**config.mk**
```make
export PLATFORM = sky130hd
export DESIGN_NAME = e8_call_address_untranslate
export DESIGN_NICKNAME = d
export VERILOG_FILES = /design/src/hw/rtl/e8cu_pkg.sv /design/src/hw/rtl/e8cu_front.sv /design/src/hw/rtl/e8cu_fifo.sv /design/src/hw/rtl/e8cu_back.sv /design/src/hw/rtl/e8_call_address_untranslate.sv
export SDC_FILE = /design/constraint.sdc
export NUM_CORES = 1
export LEC_CHECK = 0
export ABC_CLOCK_PERIOD_IN_PS = 6100
export BUFFER_PORTS_ARGS = -buffer_cell sky130_fd_sc_hd__buf_2
export CORE_ASPECT_RATIO = 0.8
export CORE_MARGIN = 3
export CORE_UTILIZATION = 55
export DETAILED_ROUTE_END_ITERATION = 16
export PLACE_DENSITY = 0.75
export SETUP_SLACK_MARGIN = 0.05
export SYNTH_ARGS = -nofsm -noshare
export SYNTH_HDL_FRONTEND = slang
export SYNTH_SLANG_ARGS = --single-unit
export TNS_END_PERCENT = 5
```
**constraint.sdc**
```tcl
create_clock -name clk -period 6.1 [get_ports clk]
set_input_delay 0.305 -clock clk [delete_from_list [all_inputs] [get_ports clk]]
set_output_delay 0.305 -clock clk [all_outputs]
set_load 0.005 [all_outputs]
```
**src/hw/rtl/e8cu_pkg.sv**
```systemverilog
// Package for the E8 call address untranslation block.
// Holds shared constants and the queue entry type; no dependencies.
`default_nettype none
package e8cu_pkg;

  localparam int FS_W = 31;
  localparam int POS_W = 32;
  localparam int LEN_W = 16;
  localparam int IDX_W = 15;
  localparam int GROUP_BYTES = 5;

  localparam logic [LEN_W-1:0] FRAME_LIMIT = 16'd32768;
  localparam logic [LEN_W:0] TAIL_SKIP = 17'd10;
  localparam logic [LEN_W-1:0] MAX_FRAME = 16'd32768;
  localparam logic [LEN_W-1:0] MIN_XLATE_LEN = 16'd6;
  localparam logic [7:0] CALL_OPCODE = 8'hE8;

  localparam int QDEPTH = 4;
  localparam int QPTR_W = $clog2(QDEPTH);
  localparam int QCNT_W = $clog2(QDEPTH + 1);

  typedef struct packed {
    logic group;
    logic [GROUP_BYTES-1:0][7:0] bytes;
    logic [POS_W-1:0] pos;
  } entry_t;

endpackage
`default_nettype wire

```
**src/hw/rtl/e8cu_front.sv**
```systemverilog
// Front part: accepts bytes, tracks frames and position, collects call groups.
// Depends on e8cu_pkg; pushes one entry per passed byte or completed group.
`default_nettype none
module e8cu_front (
  input  wire logic                     clk,
  input  wire logic                     rst,
  input  wire logic                     push,
  input  wire logic                     q_full,
  input  wire logic [7:0]               data_byte,
  input  wire logic [15:0]              frame_bytes,
  input  wire logic                     translate_allowed,
  input  wire logic [e8cu_pkg::FS_W-1:0] file_size,
  output logic                          q_push,
  output e8cu_pkg::entry_t              q_data
);
  import e8cu_pkg::*;

  logic [POS_W-1:0] stream_position, stream_position_next;
  logic [LEN_W-1:0] frame_count, frame_count_next;
  logic [IDX_W-1:0] byte_index, byte_index_next;
  logic             frame_active, frame_active_next;
  logic [2:0]       held_count, held_count_next;
  logic [LEN_W-1:0] cur_len;
  logic             tracked, translated;
  logic [3:0][7:0]  held;

  logic             accept;
  logic [LEN_W-1:0] len_new, len_eff;
  logic             tracked_new, translated_new, tracked_eff, translated_eff;
  logic [IDX_W-1:0] bi_eff;
  logic [2:0]       hc_eff;
  logic [LEN_W:0]   tail_sum;
  logic [LEN_W-1:0] bi_inc;
  logic             start_call, store_byte;

  assign accept = push && !q_full;

  always_comb begin
    if (frame_bytes == '0) begin
      len_new = 16'd1;
    end else if (frame_bytes > MAX_FRAME) begin
      len_new = MAX_FRAME;
    end else begin
      len_new = frame_bytes;
    end
    tracked_new    = (frame_count < FRAME_LIMIT) && (file_size != '0);
    translated_new = tracked_new && (len_new > MIN_XLATE_LEN) && translate_allowed;
    len_eff        = frame_active ? cur_len : len_new;
    tracked_eff    = frame_active ? tracked : tracked_new;
    translated_eff = frame_active ? translated : translated_new;
    bi_eff         = frame_active ? byte_index : '0;
    hc_eff         = frame_active ? held_count : 3'd0;
    frame_count_next = frame_count;
    if (!frame_active && (frame_count < FRAME_LIMIT)) begin
      frame_count_next = frame_count + 16'd1;
    end

    tail_sum   = {2'b00, bi_eff} + TAIL_SKIP;
    start_call = translated_eff && (data_byte == CALL_OPCODE) &&
                 (tail_sum < {1'b0, len_eff});

    q_push               = 1'b0;
    q_data.group         = 1'b0;
    q_data.bytes         = {held[3], held[2], held[1], held[0], data_byte};
    q_data.pos           = stream_position;
    store_byte           = 1'b0;
    held_count_next      = hc_eff;
    stream_position_next = stream_position;

    if (hc_eff != 3'd0) begin
      if (hc_eff == 3'd4) begin
        q_push               = accept;
        q_data.group         = 1'b1;
        q_data.bytes         = {data_byte, held[3], held[2], held[1], held[0]};
        held_count_next      = 3'd0;
        stream_position_next = stream_position + 32'd5;
      end else begin
        store_byte      = 1'b1;
        held_count_next = hc_eff + 3'd1;
      end
    end else if (start_call) begin
      store_byte      = 1'b1;
      held_count_next = 3'd1;
    end else begin
      q_push = accept;
      if (tracked_eff) begin
        stream_position_next = stream_position + 32'd1;
      end
    end

    bi_inc = {1'b0, bi_eff} + 16'd1;
    if (bi_inc >= len_eff) begin
      frame_active_next = 1'b0;
      byte_index_next   = '0;
    end else begin
      frame_active_next = 1'b1;
      byte_index_next   = bi_inc[IDX_W-1:0];
    end
  end

  always_ff @(posedge clk) begin
    if (rst) begin
      stream_position <= '0;
      frame_count     <= '0;
      byte_index      <= '0;
      frame_active    <= 1'b0;
      held_count      <= '0;
      cur_len         <= '0;
      tracked         <= 1'b0;
      translated      <= 1'b0;
    end else if (accept) begin
      stream_position <= stream_position_next;
      frame_count     <= frame_count_next;
      byte_index      <= byte_index_next;
      frame_active    <= frame_active_next;
      held_count      <= held_count_next;
      cur_len         <= len_eff;
      tracked         <= tracked_eff;
      translated      <= translated_eff;
    end
  end

  always_ff @(posedge clk) begin
    if (accept && store_byte) begin
      held[hc_eff[1:0]] <= data_byte;
    end
  end

endmodule
`default_nettype wire

```
**src/hw/rtl/e8cu_fifo.sv**
```systemverilog
// Short queue of entries between the front and back parts.
// Depends on e8cu_pkg for the entry type and depth.
`default_nettype none
module e8cu_fifo (
  input  wire logic         clk,
  input  wire logic         rst,
  input  wire logic         wr_en,
  input  wire e8cu_pkg::entry_t wr_data,
  output logic              full,
  input  wire logic         rd_en,
  output e8cu_pkg::entry_t  rd_data,
  output logic              rd_valid
);
  import e8cu_pkg::*;

  entry_t            mem [QDEPTH];
  logic [QPTR_W-1:0] wr_ptr, rd_ptr;
  logic [QCNT_W-1:0] count;
  logic              do_wr, do_rd;

  assign full     = (count == QCNT_W'(QDEPTH));
  assign rd_valid = (count != '0);
  assign rd_data  = mem[rd_ptr];
  assign do_wr    = wr_en && !full;
  assign do_rd    = rd_en && rd_valid;

  always_ff @(posedge clk) begin
    if (rst) begin
      wr_ptr <= '0;
      rd_ptr <= '0;
      count  <= '0;
    end else begin
      if (do_wr) begin
        wr_ptr <= wr_ptr + QPTR_W'(1);
      end
      if (do_rd) begin
        rd_ptr <= rd_ptr + QPTR_W'(1);
      end
      if (do_wr && !do_rd) begin
        count <= count + QCNT_W'(1);
      end else if (do_rd && !do_wr) begin
        count <= count - QCNT_W'(1);
      end
    end
  end

  always_ff @(posedge clk) begin
    if (do_wr) begin
      mem[wr_ptr] <= wr_data;
    end
  end

endmodule
`default_nettype wire

```
**src/hw/rtl/e8cu_back.sv**
```systemverilog
// Back part: rewrites call offsets and unrolls entries into single results.
// Depends on e8cu_pkg; reads entries from the queue, drives the result side.
`default_nettype none
module e8cu_back (
  input  wire logic                     clk,
  input  wire logic                     rst,
  input  wire logic [e8cu_pkg::FS_W-1:0] file_size,
  input  wire e8cu_pkg::entry_t         q_data,
  input  wire logic                     q_valid,
  output logic                          q_pop,
  input  wire logic                     pop,
  output logic                          empty,
  output logic [7:0]                    out_byte,
  output logic                          end_of_burst
);
  import e8cu_pkg::*;

  logic                         out_valid;
  logic                         group;
  logic [GROUP_BYTES-1:0][7:0]  bytes;
  logic [2:0]                   idx;

  logic [31:0]                  raw, res;
  logic [33:0]                  low_sum;
  logic                         in_range, last;
  logic [GROUP_BYTES-1:0][7:0]  fixed;

  always_comb begin
    raw      = {q_data.bytes[4], q_data.bytes[3], q_data.bytes[2], q_data.bytes[1]};
    low_sum  = {{2{raw[31]}}, raw} + {2'b00, q_data.pos};
    in_range = !low_sum[33] &&
               ($signed({raw[31], raw}) < $signed({2'b00, file_size}));
    res      = raw[31] ? (raw + {1'b0, file_size}) : (raw - q_data.pos);
    fixed    = q_data.bytes;
    if (q_data.group && in_range) begin
      fixed = {res[31:24], res[23:16], res[15:8], res[7:0], q_data.bytes[0]};
    end
  end

  assign last         = !group || (idx == 3'd4);
  assign empty        = !out_valid;
  assign end_of_burst = last;
  assign out_byte     = bytes[idx];
  assign q_pop        = q_valid && (!out_valid || (pop && last));

  always_ff @(posedge clk) begin
    if (rst) begin
      out_valid <= 1'b0;
      idx       <= '0;
    end else if (q_pop) begin
      out_valid <= 1'b1;
      idx       <= '0;
    end else if (out_valid && pop) begin
      if (last) begin
        out_valid <= 1'b0;
        idx       <= '0;
      end else begin
        idx <= idx + 3'd1;
      end
    end
  end

  always_ff @(posedge clk) begin
    if (q_pop) begin
      group <= q_data.group;
      bytes <= fixed;
    end
  end

endmodule
`default_nettype wire

```
**src/hw/rtl/e8_call_address_untranslate.sv**
```systemverilog
// Top level of the E8 call address untranslation block.
// Depends on e8cu_pkg, e8cu_front, e8cu_fifo and e8cu_back.
//
// Usage:
//   Input side is a queue write port: an item (data_byte, frame_bytes,
//   translate_allowed) is taken on a rising edge with push high and full low.
//   Result side is a queue read port: out_byte/end_of_burst show the oldest
//   result while empty is low; it is taken on an edge with pop high.
//   cfg_we/cfg_wdata write file_size (zero turns translation off); write it
//   only while the block is idle.
//   A passed byte goes through the queue and then the output register before it
//   is shown, and can be taken at the next edge. A call group takes the same
//   path after its fifth byte, as five results with end_of_burst on the last.
//   Throughput: one item per cycle while full is low; the back part issues one
//   result per cycle with pop high; a four-entry queue before it absorbs groups.
//   Stalls: with pop low the output holds, the queue fills and full rises.
//   Reset: clears position, frame count, frame state, file_size and queue;
//   empty is high and full is low afterwards.
`default_nettype none
module e8_call_address_untranslate (
  input  wire logic        clk,
  input  wire logic        rst,
  input  wire logic        push,
  output logic             full,
  input  wire logic [7:0]  data_byte,
  input  wire logic [15:0] frame_bytes,
  input  wire logic        translate_allowed,
  output logic             empty,
  input  wire logic        pop,
  output logic [7:0]       out_byte,
  output logic             end_of_burst,
  input  wire logic        cfg_we,
  input  wire logic [30:0] cfg_wdata
);
  import e8cu_pkg::*;

  logic [FS_W-1:0] file_size;
  logic            q_push, q_full, q_pop, q_valid;
  entry_t          q_wdata, q_rdata;

  always_ff @(posedge clk) begin
    if (rst) begin
      file_size <= '0;
    end else if (cfg_we) begin
      file_size <= cfg_wdata;
    end
  end

  assign full = q_full;

  e8cu_front u_front (
    .clk               (clk),
    .rst               (rst),
    .push              (push),
    .q_full            (q_full),
    .data_byte         (data_byte),
    .frame_bytes       (frame_bytes),
    .translate_allowed (translate_allowed),
    .file_size         (file_size),
    .q_push            (q_push),
    .q_data            (q_wdata)
  );

  e8cu_fifo u_fifo (
    .clk      (clk),
    .rst      (rst),
    .wr_en    (q_push),
    .wr_data  (q_wdata),
    .full     (q_full),
    .rd_en    (q_pop),
    .rd_data  (q_rdata),
    .rd_valid (q_valid)
  );

  e8cu_back u_back (
    .clk          (clk),
    .rst          (rst),
    .file_size    (file_size),
    .q_data       (q_rdata),
    .q_valid      (q_valid),
    .q_pop        (q_pop),
    .pop          (pop),
    .empty        (empty),
    .out_byte     (out_byte),
    .end_of_burst (end_of_burst)
  );

  a_no_push_when_full: assert property (@(posedge clk) disable iff (rst)
    !(q_push && q_full)) else $error("queue written while full");

  a_empty_after_reset: assert property (@(posedge clk)
    rst |=> empty) else $error("result side not empty after reset");

  a_refill_output: assert property (@(posedge clk) disable iff (rst)
    (empty && q_valid) |=> !empty) else $error("queued entry not moved to output");

  a_push_only_on_accept: assert property (@(posedge clk) disable iff (rst)
    q_push |-> (push && !full)) else $error("queue written without an accepted item");

endmodule
`default_nettype wire

```
==> results of run 1 <==
-- sequential cells by signal (all words and copies together) (netlist names), 2 cells and up, named ones only --
name	cells
u_fifo.rd_ptr	2
u_front.byte_index	15
u_fifo.mem	292
u_back.bytes	40
u_fifo.wr_ptr	2
u_front.stream_position	32
file_size	31
u_fifo.count	3
u_front.held_count	3
u_front.held	32
u_front.frame_count	16
u_back.idx	3
u_front.cur_len	16
-- area by class of cell --
class,instances,area (um^2),area share [%]
clock buffer,65,1316,4.719
clock inverter,24,327.8,1.175
inverter,69,259.0,0.9285
tap,603,754.5,2.705
timing repair buffer,131,950.9,3.409
sequential,494,13550,48.58
multi-input combinational,1336,10730,38.48
-- repair_timing --
item / CTS / global route
buffers inserted: 0 / 0
hold buffers: 37 / 0
endpoints found under the setup margin: 0 / 0
hold endpoints to repair: 55 / 0
-- layer usage --
metal | track usage, % | vias to the layer above | share of wire (%)
li1 | - | 7694 | -
met1 | 34.98 | 8163 | 45
met2 | 37.97 | 531 | 46
met3 | 4.181 | 85 | 6.4
met4 | 6.838 | 0 | 2.5
met5 | 0 | - | 0
-- power by group --
group | internal [uW] | switching [uW]
sequential | 4070 | 191
clock | 1790 | 1280
combinational | 1790 | 2570
total | 7640 | 4040
-- placed cells by master (no fill, tap or decap), types with 13 or more instances in the layout --
cell type / synthesis / layout
a211oi_1: 23 / 23
a21o_1: 21 / 21
a21oi_1: 89 / 88
and2_1: 16 / 16
and3_1: 24 / 20
buf_2: 5 / 70
buf_4: 6 / 20
clkbuf_1: 63 / 13
clkbuf_16: 0 / 49
dfxtp_1: 129 / 126
dlygate4sd3_1: 0 / 37
edfxtp_1: 365 / 365
ha_1: 140 / 140
inv_1: 69 / 69
mux2_2: 91 / 91
mux2i_1: 51 / 51
mux4_2: 66 / 66
nand2_1: 126 / 126
nand2b_1: 17 / 17
nand3_1: 42 / 41
nand4_1: 28 / 28
nor2_1: 157 / 157
nor2b_1: 30 / 29
nor3_1: 44 / 44
nor4_1: 16 / 16
o21a_1: 16 / 16
o21ai_0: 79 / 79
or3_1: 20 / 20
xnor2_1: 43 / 43
xor2_1: 52 / 52
-- cell families (layout without fill, tap and decap cells) --
kind of cell / count (synthesis) / in the layout / synth area share [%]
buf+inv: 163 / 289 / 2.700
compound gates: 320 / 320 / 8.084
flops: 494 / 494 / 54.41
xor+xnor: 95 / 95 / 3.343
simple gates: 564 / 564 / 11.38
mux: 215 / 215 / 12.88
fa+ha+maj: 142 / 142 / 7.199
-- stage by stage --
stage / hold WS [ns] / instance area (um^2)
final: 0.03395 / 27890
after global routing: 0.01355 / 27890
after CTS: 0.007938 / 27890
after detailed placement: 0.4544 / 25880
after global placement: 0.4436 / 25880
after floorplan: 0.4039 / 24890
-- worst max path at each step --
stage / startpoint / end / slack (ns) / cells after the start
3_5_place_dp: flop / u_back.bytes[39] / 0.62 / 18
3_3_place_gp: flop / u_back.bytes[39] / 0.70 / 18
2_1_floorplan: u_front.frame_active / u_fifo.mem[0][0] / 0.45 / 15
6_report: flop / u_back.bytes[39] / 0.56 / 18
4_1_cts: flop / u_back.bytes[39] / 0.62 / 18
5_1_grt: flop / u_back.bytes[39] / 0.19 / 18
==> flow_summary.yaml, run 1 <==
outcome:
  outcome: "complete, no violations"
die:
  io_pins: 72
  die_h_um: 196.3
  die_w_um: 243.8
  initial_utilization_pct: 55.87
  die_area_mm2: 0.04786
  fp-row-count: 69
  core_region_area_mm2: 0.04455
sta:
  finalSetupViolCount: 0
  finClkSkew_ns: 0.02964
  fin_crit_sh_pct: 90.80
  max_slew_margin_pct: 15.69
  drv_slew: 0
  period_minus_slack_ns: 5.539
  finalHoldViolations: 0
  max_freq_mhz: 180.6
  finalWorstSetupSlack_ns: 0.5615
  rsz0062_at_grt: "no"
  final.setup.tns_ns: 0
  worst_slew_pin_slew_ns: 1.260
yosys:
  synth_most_common_cell: "edfxtp_1"
  synth_top_area_cell: "edfxtp_1"
  synth_cell_types: 80
  yosysSeqAreaShare_pct: 54.41
  yosysWarnings: 0
  ys_ff_latch: 494
  synthesis.area_mm2: 0.02489
  yosysTopAreaCellShare_pct: 44.04
  synthesis.nets: 2196
  synth-main-ff-cell: "edfxtp_1"
  synthTopCellsByArea: "edfxtp_1 (44%), dfxtp_1 (10%), ha_1 (7.0%)"
  ys_async_sr_fraction_pct: 0
  synth_common_cells: "edfxtp_1 (365), nor2_1 (157), ha_1 (140)"
  syn_avg_cell_area_um2: 12.49
  synth_edf_count: 365
  syn_inst: 1993
layout:
  post-route-util_pct: 62.62
  finalNonFillerCells: 2722
  n_antenna_cell: 0
  fin_nets: 2283
  fill_cells: 3386
  syn_to_final_growth_pct: 12.08
  drive_gt1_share_pct: 16.75
routing:
  wl_mm: 57.91
  drtPass1Iterations: 5
  vias_per_cell: 6.052
  vias: 16470
  drt_iter0_drc: 1539
  ant_nets: 0
  avgRoutedWirePerCell_um: 21.27
  drc_errors: 0
critical_path:
  cp_slowest_cell: "mux4_2"
  crit_path_start_kind: "flop"
  reg2regPathDepth: 18
  path_buf_inv: 1
  critical_path_class: "flop to flop"
  crit_chain: "buf_4, mux4_2, or4_4, or3_1, or2_4, nor2_1, nand2_1, xnor2_1, o21ai_0, ha_1, and2_1, a22oi_1, nand2b_1, nand2_1, o21ai_0, or3_1, o311ai_0, xor2_1"
  reg2reg_slack_ns: 0.56
  cp.required_ns: 6.43
  crit_path_end_kind: "flop"
  arrival_ns: 5.86
  critPathMaxFanout: 16
  cpLargestDelayFamily: "simple AND/OR/NAND/NOR gates"
  r2r_end: "u_back.bytes[39]"
  max_stage_delay_ns: 0.61
worst_hold_path:
  hold_class: "input port to flop"
  hold_end: "u_front.held[4]"
  worstHoldStart: "data_byte[4]"
  whs_path_depth: 1
grt:
  overflow: 0
  grt_pass1_wl_mm: 90.47
  grt_max_degree: 101
  antenna_found_initial: 0
  grt_pass1_vias: 15850
  grt_use_total_pct: 24.17
cts:
  cts.clk_slew.worst_paths_ns: 0.06
  tritoncts: "yes"
  cts_buffer_depth: 3
  worstSkewPairLatency_ns: 0.60
  cts_buffers: 48
  h-tree-depth: 2
  cts-resized-gates: 0
  cts.sinks: 494
  cts.root.buffer_cell: "clkbuf_16"
power_and_ir_drop:
  vdd_drop_max_mv: 0.2339
  p_total_uw: 11680
  power.density_mw_per_mm2: 418.9
  p_leak_uw: 0.01011
placed_design:
  hpwl_mm: 39.71
  pre_cts_ws_ns: 0.6162
  dp_cells: 2596
  portBuffers: 71
  place.gp.congestion: 0.9063
run:
  cap_violations: 0
Note: power is estimated with default switching activity, not from simulation.
==> inputs of run 2 (changes only) <==
Settings changed: ABC_AREA set to 1, PLACE_DENSITY 0.75 to 0.74.
==> flow_summary.yaml, run 2 <==
routing:
  drc_errors: 0
  avgRoutedWirePerCell_um: 20.27
  drt_iter0_drc: 2651
  vias_per_cell: 5.915
  vias: 21920
  wl_mm: 75.12
  drtPass1Iterations: 6
  ant_nets: 0
yosys:
  yosys.area_share.simple_pct: 21.32
  synthesis.nets: 3178
  ys_ff_latch: 494
  synth_xor_area_share_pct: 3.322
  synthMuxAreaShare_pct: 0
  synthTopCellsByArea: "edfxtp_1 (42%), nand2_1 (10%), dfxtp_1 (9.8%)"
  synth_cell_types: 57
  synth-main-ff-cell: "edfxtp_1"
  syn_avg_cell_area_um2: 8.862
  synth_top_family_by_area: "simple AND/OR/NAND/NOR gates"
  synth-compound-area-share_pct: 11.48
  synthAdderAreaFrac_pct: 6.796
  synthesis.area_mm2: 0.02636
  synth_edf_count: 365
  synth_most_common_cell: "nand2_1"
  synth_top_area_cell: "edfxtp_1"
  ys_async_sr_fraction_pct: 0
  syn_inst: 2975
  yosysWarnings: 0
  yosysSeqAreaShare_pct: 51.37
  synth_common_cells: "nand2_1 (728), edfxtp_1 (365), nor2_1 (273)"
  yosysTopAreaCellShare_pct: 41.57
layout:
  top_register: "u_fifo.mem"
  largest_register_ff_count: 292
  syn_to_final_growth_pct: 11.44
  layout_commonest_cell: "nand2_1"
  n_antenna_cell: 0
  fin_nets: 3247
  post-route-util_pct: 62.28
  finalNonFillerCells: 3706
  reg_top3: "u_fifo.mem: 292 flops, u_back.bytes: 40 flops"
  final_cell_mix: "nand2_1 (728), edfxtp_1 (365), nor2_1 (266), inv_1 (235), o21ai_0 (228)"
  drive_gt1_share_pct: 8.134
die:
  die_h_um: 201.8
  die_w_um: 250.8
  die_area_mm2: 0.05061
  io_pins: 72
  initial_utilization_pct: 55.89
  fp-row-count: 71
  core_region_area_mm2: 0.04717
sta:
  max_freq_mhz: 197.7
  max_slew_margin_pct: 30.04
  worst_slew_pin_slew_ns: 1.048
  drv_slew: 0
  finalSetupViolCount: 0
  finalHoldViolations: 0
  rsz0062_at_grt: "no"
  fin_crit_sh_pct: 82.93
  finClkSkew_ns: 0.03983
  period_minus_slack_ns: 5.058
placed_design:
  hpwl_mm: 52.95
  dp_cells: 3589
  portBuffers: 71
  place.gp.congestion: 0.9978
outcome:
  outcome: "complete, no violations"
cts:
  tritoncts: "yes"
  cts.root.buffer_cell: "clkbuf_16"
  cts.clk_slew.worst_paths_ns: 0.06
  cts.sinks: 494
  cts_buffer_depth: 3
  h-tree-depth: 2
  worstSkewPairLatency_ns: 0.62
  cts_buffers: 50
critical_path:
  crit_path_start_kind: "flop"
  critical_path_class: "flop to flop"
  critPathMaxFanout: 61
  crit_path_end_kind: "flop"
  arrival_ns: 5.44
  cp.required_ns: 6.48
run:
  cap_violations: 0
power_and_ir_drop:
  vdd_drop_max_mv: 0.4002
  power.density_mw_per_mm2: 557.1
  p_leak_uw: 0.01198
worst_hold_path:
  hold_class: "input port to flop"
  worstHoldStart: "cfg_wdata[2]"
grt:
  antenna_found_initial: 1
  overflow: 0
  grt_max_degree: 146
  grt_pass1_vias: 20520
  grt_pass1_wl_mm: 116.5
  grt_use_total_pct: 29.54
## run 2: cell types whose count changed in the layout (fill, tap and decap cells not counted), sizes merged, moves of 34 or more
| cell | previous run | this run |
|---|---|---|
| nand2 | 126 | 747 |
| inv | 72 | 244 |
| o21ai | 83 | 229 |
| nor2 | 157 | 281 |
| nand3 | 43 | 152 |
| a21oi | 90 | 198 |
| mux2 | 91 | 0 |
| mux4 | 73 | 0 |
| mux2i | 51 | 0 |
| nand4 | 28 | 69 |
| xor2 | 52 | 86 |
## run 2: repair_timing
| action | CTS | global route |
|---|---|---|
| buffers inserted | 0 | 0 |
| resized for setup | 0 | 0 |
| hold endpoints to repair | 45 | 0 |
| hold buffers | 23 | 0 |
## run 2: report_power, final
| part | internal [uW] | switching [uW] |
|---|---|---|
| Combinational | 2650 | 5980 |
| Clock | 1930 | 1380 |
| Sequential | 4240 | 189 |
## run 2: cell families (layout without fill, tap and decap cells)
| group | Yosys count | in the layout |
|---|---|---|
| AND/OR/NAND/NOR | 1325 | 1325 |
| AO/OA/AOI/OAI | 547 | 547 |
| flip-flops | 494 | 494 |
| buffers and inverters | 367 | 478 |
| adder cells (fa/ha/maj) | 142 | 142 |
| XOR/XNOR | 100 | 100 |
## run 2: path summary, 6_finish.rpt
| kind | depth (start not counted) | slack (ns) | end |
|---|---|---|---|
| setup / recovery | 25 | 1.04 | u_back.bytes[29] |
| hold reg to reg | 2 | 0.47 | u_front.held_count[0] |
| setup reg to reg | 25 | 1.04 | u_back.bytes[29] |
| hold / removal | 3 | 0.03 | file_size[2] |
## run 2: final cells by class
type                       count  area (um^2)
clock buffer                  61         1333
timing repair buffer         141        988.4
multi-input combinational   2114        11360
tap                          620        775.7
sequential                   494        13550
inverter                     243        914.6
fill                        3868        17790
clock inverter                33        464.2
## run 2: worst max-delay path, stage by stage, from the launching register on
cell	delay, ns
dfxtp_4	0.36
inv_4	0.51
nand2_1	0.14
o211ai_2	0.10
nand2_1	0.17
inv_1	0.11
ha_1	0.16
nand2_1	0.14
nor2_1	0.15
nand2_1	0.16
inv_1	0.14
nand3_1	0.14
o221ai_1	0.28
o21ai_0	0.17
ha_1	0.41
nand2_1	0.11
nor2_1	0.28
nand4_1	0.11
o21ai_0	0.55
nand2_1	0.11
nand2_1	0.13
nand2_1	0.06
nand2_1	0.11
xor2_1	0.08
nand3_1	0.09
nand2_1	0.06
## run 2: routing by layer
metal	wire length [um]	track usage (%)
met1	33470	43.56
met2	32620	45.24
met3	6999	4.721
met4	2013	8.809
met5	13	0
## run 2: metrics by stage
step	power (uW)	cell area (um^2)	hold WS [ns]	worst slack, ns	setup TNS [ns]
finish	16370	29380	0.02554	1.042	0
global route	17470	29380	0.01995	0.6274	0
CTS	16220	29380	0.002395	1.124	0
detailed placement	12880	27350	0.4615	1.106	0
global placement	12820	27350	0.4501	1.103	0
floorplan	10240	26360	0.3948	-0.01199	-3.500
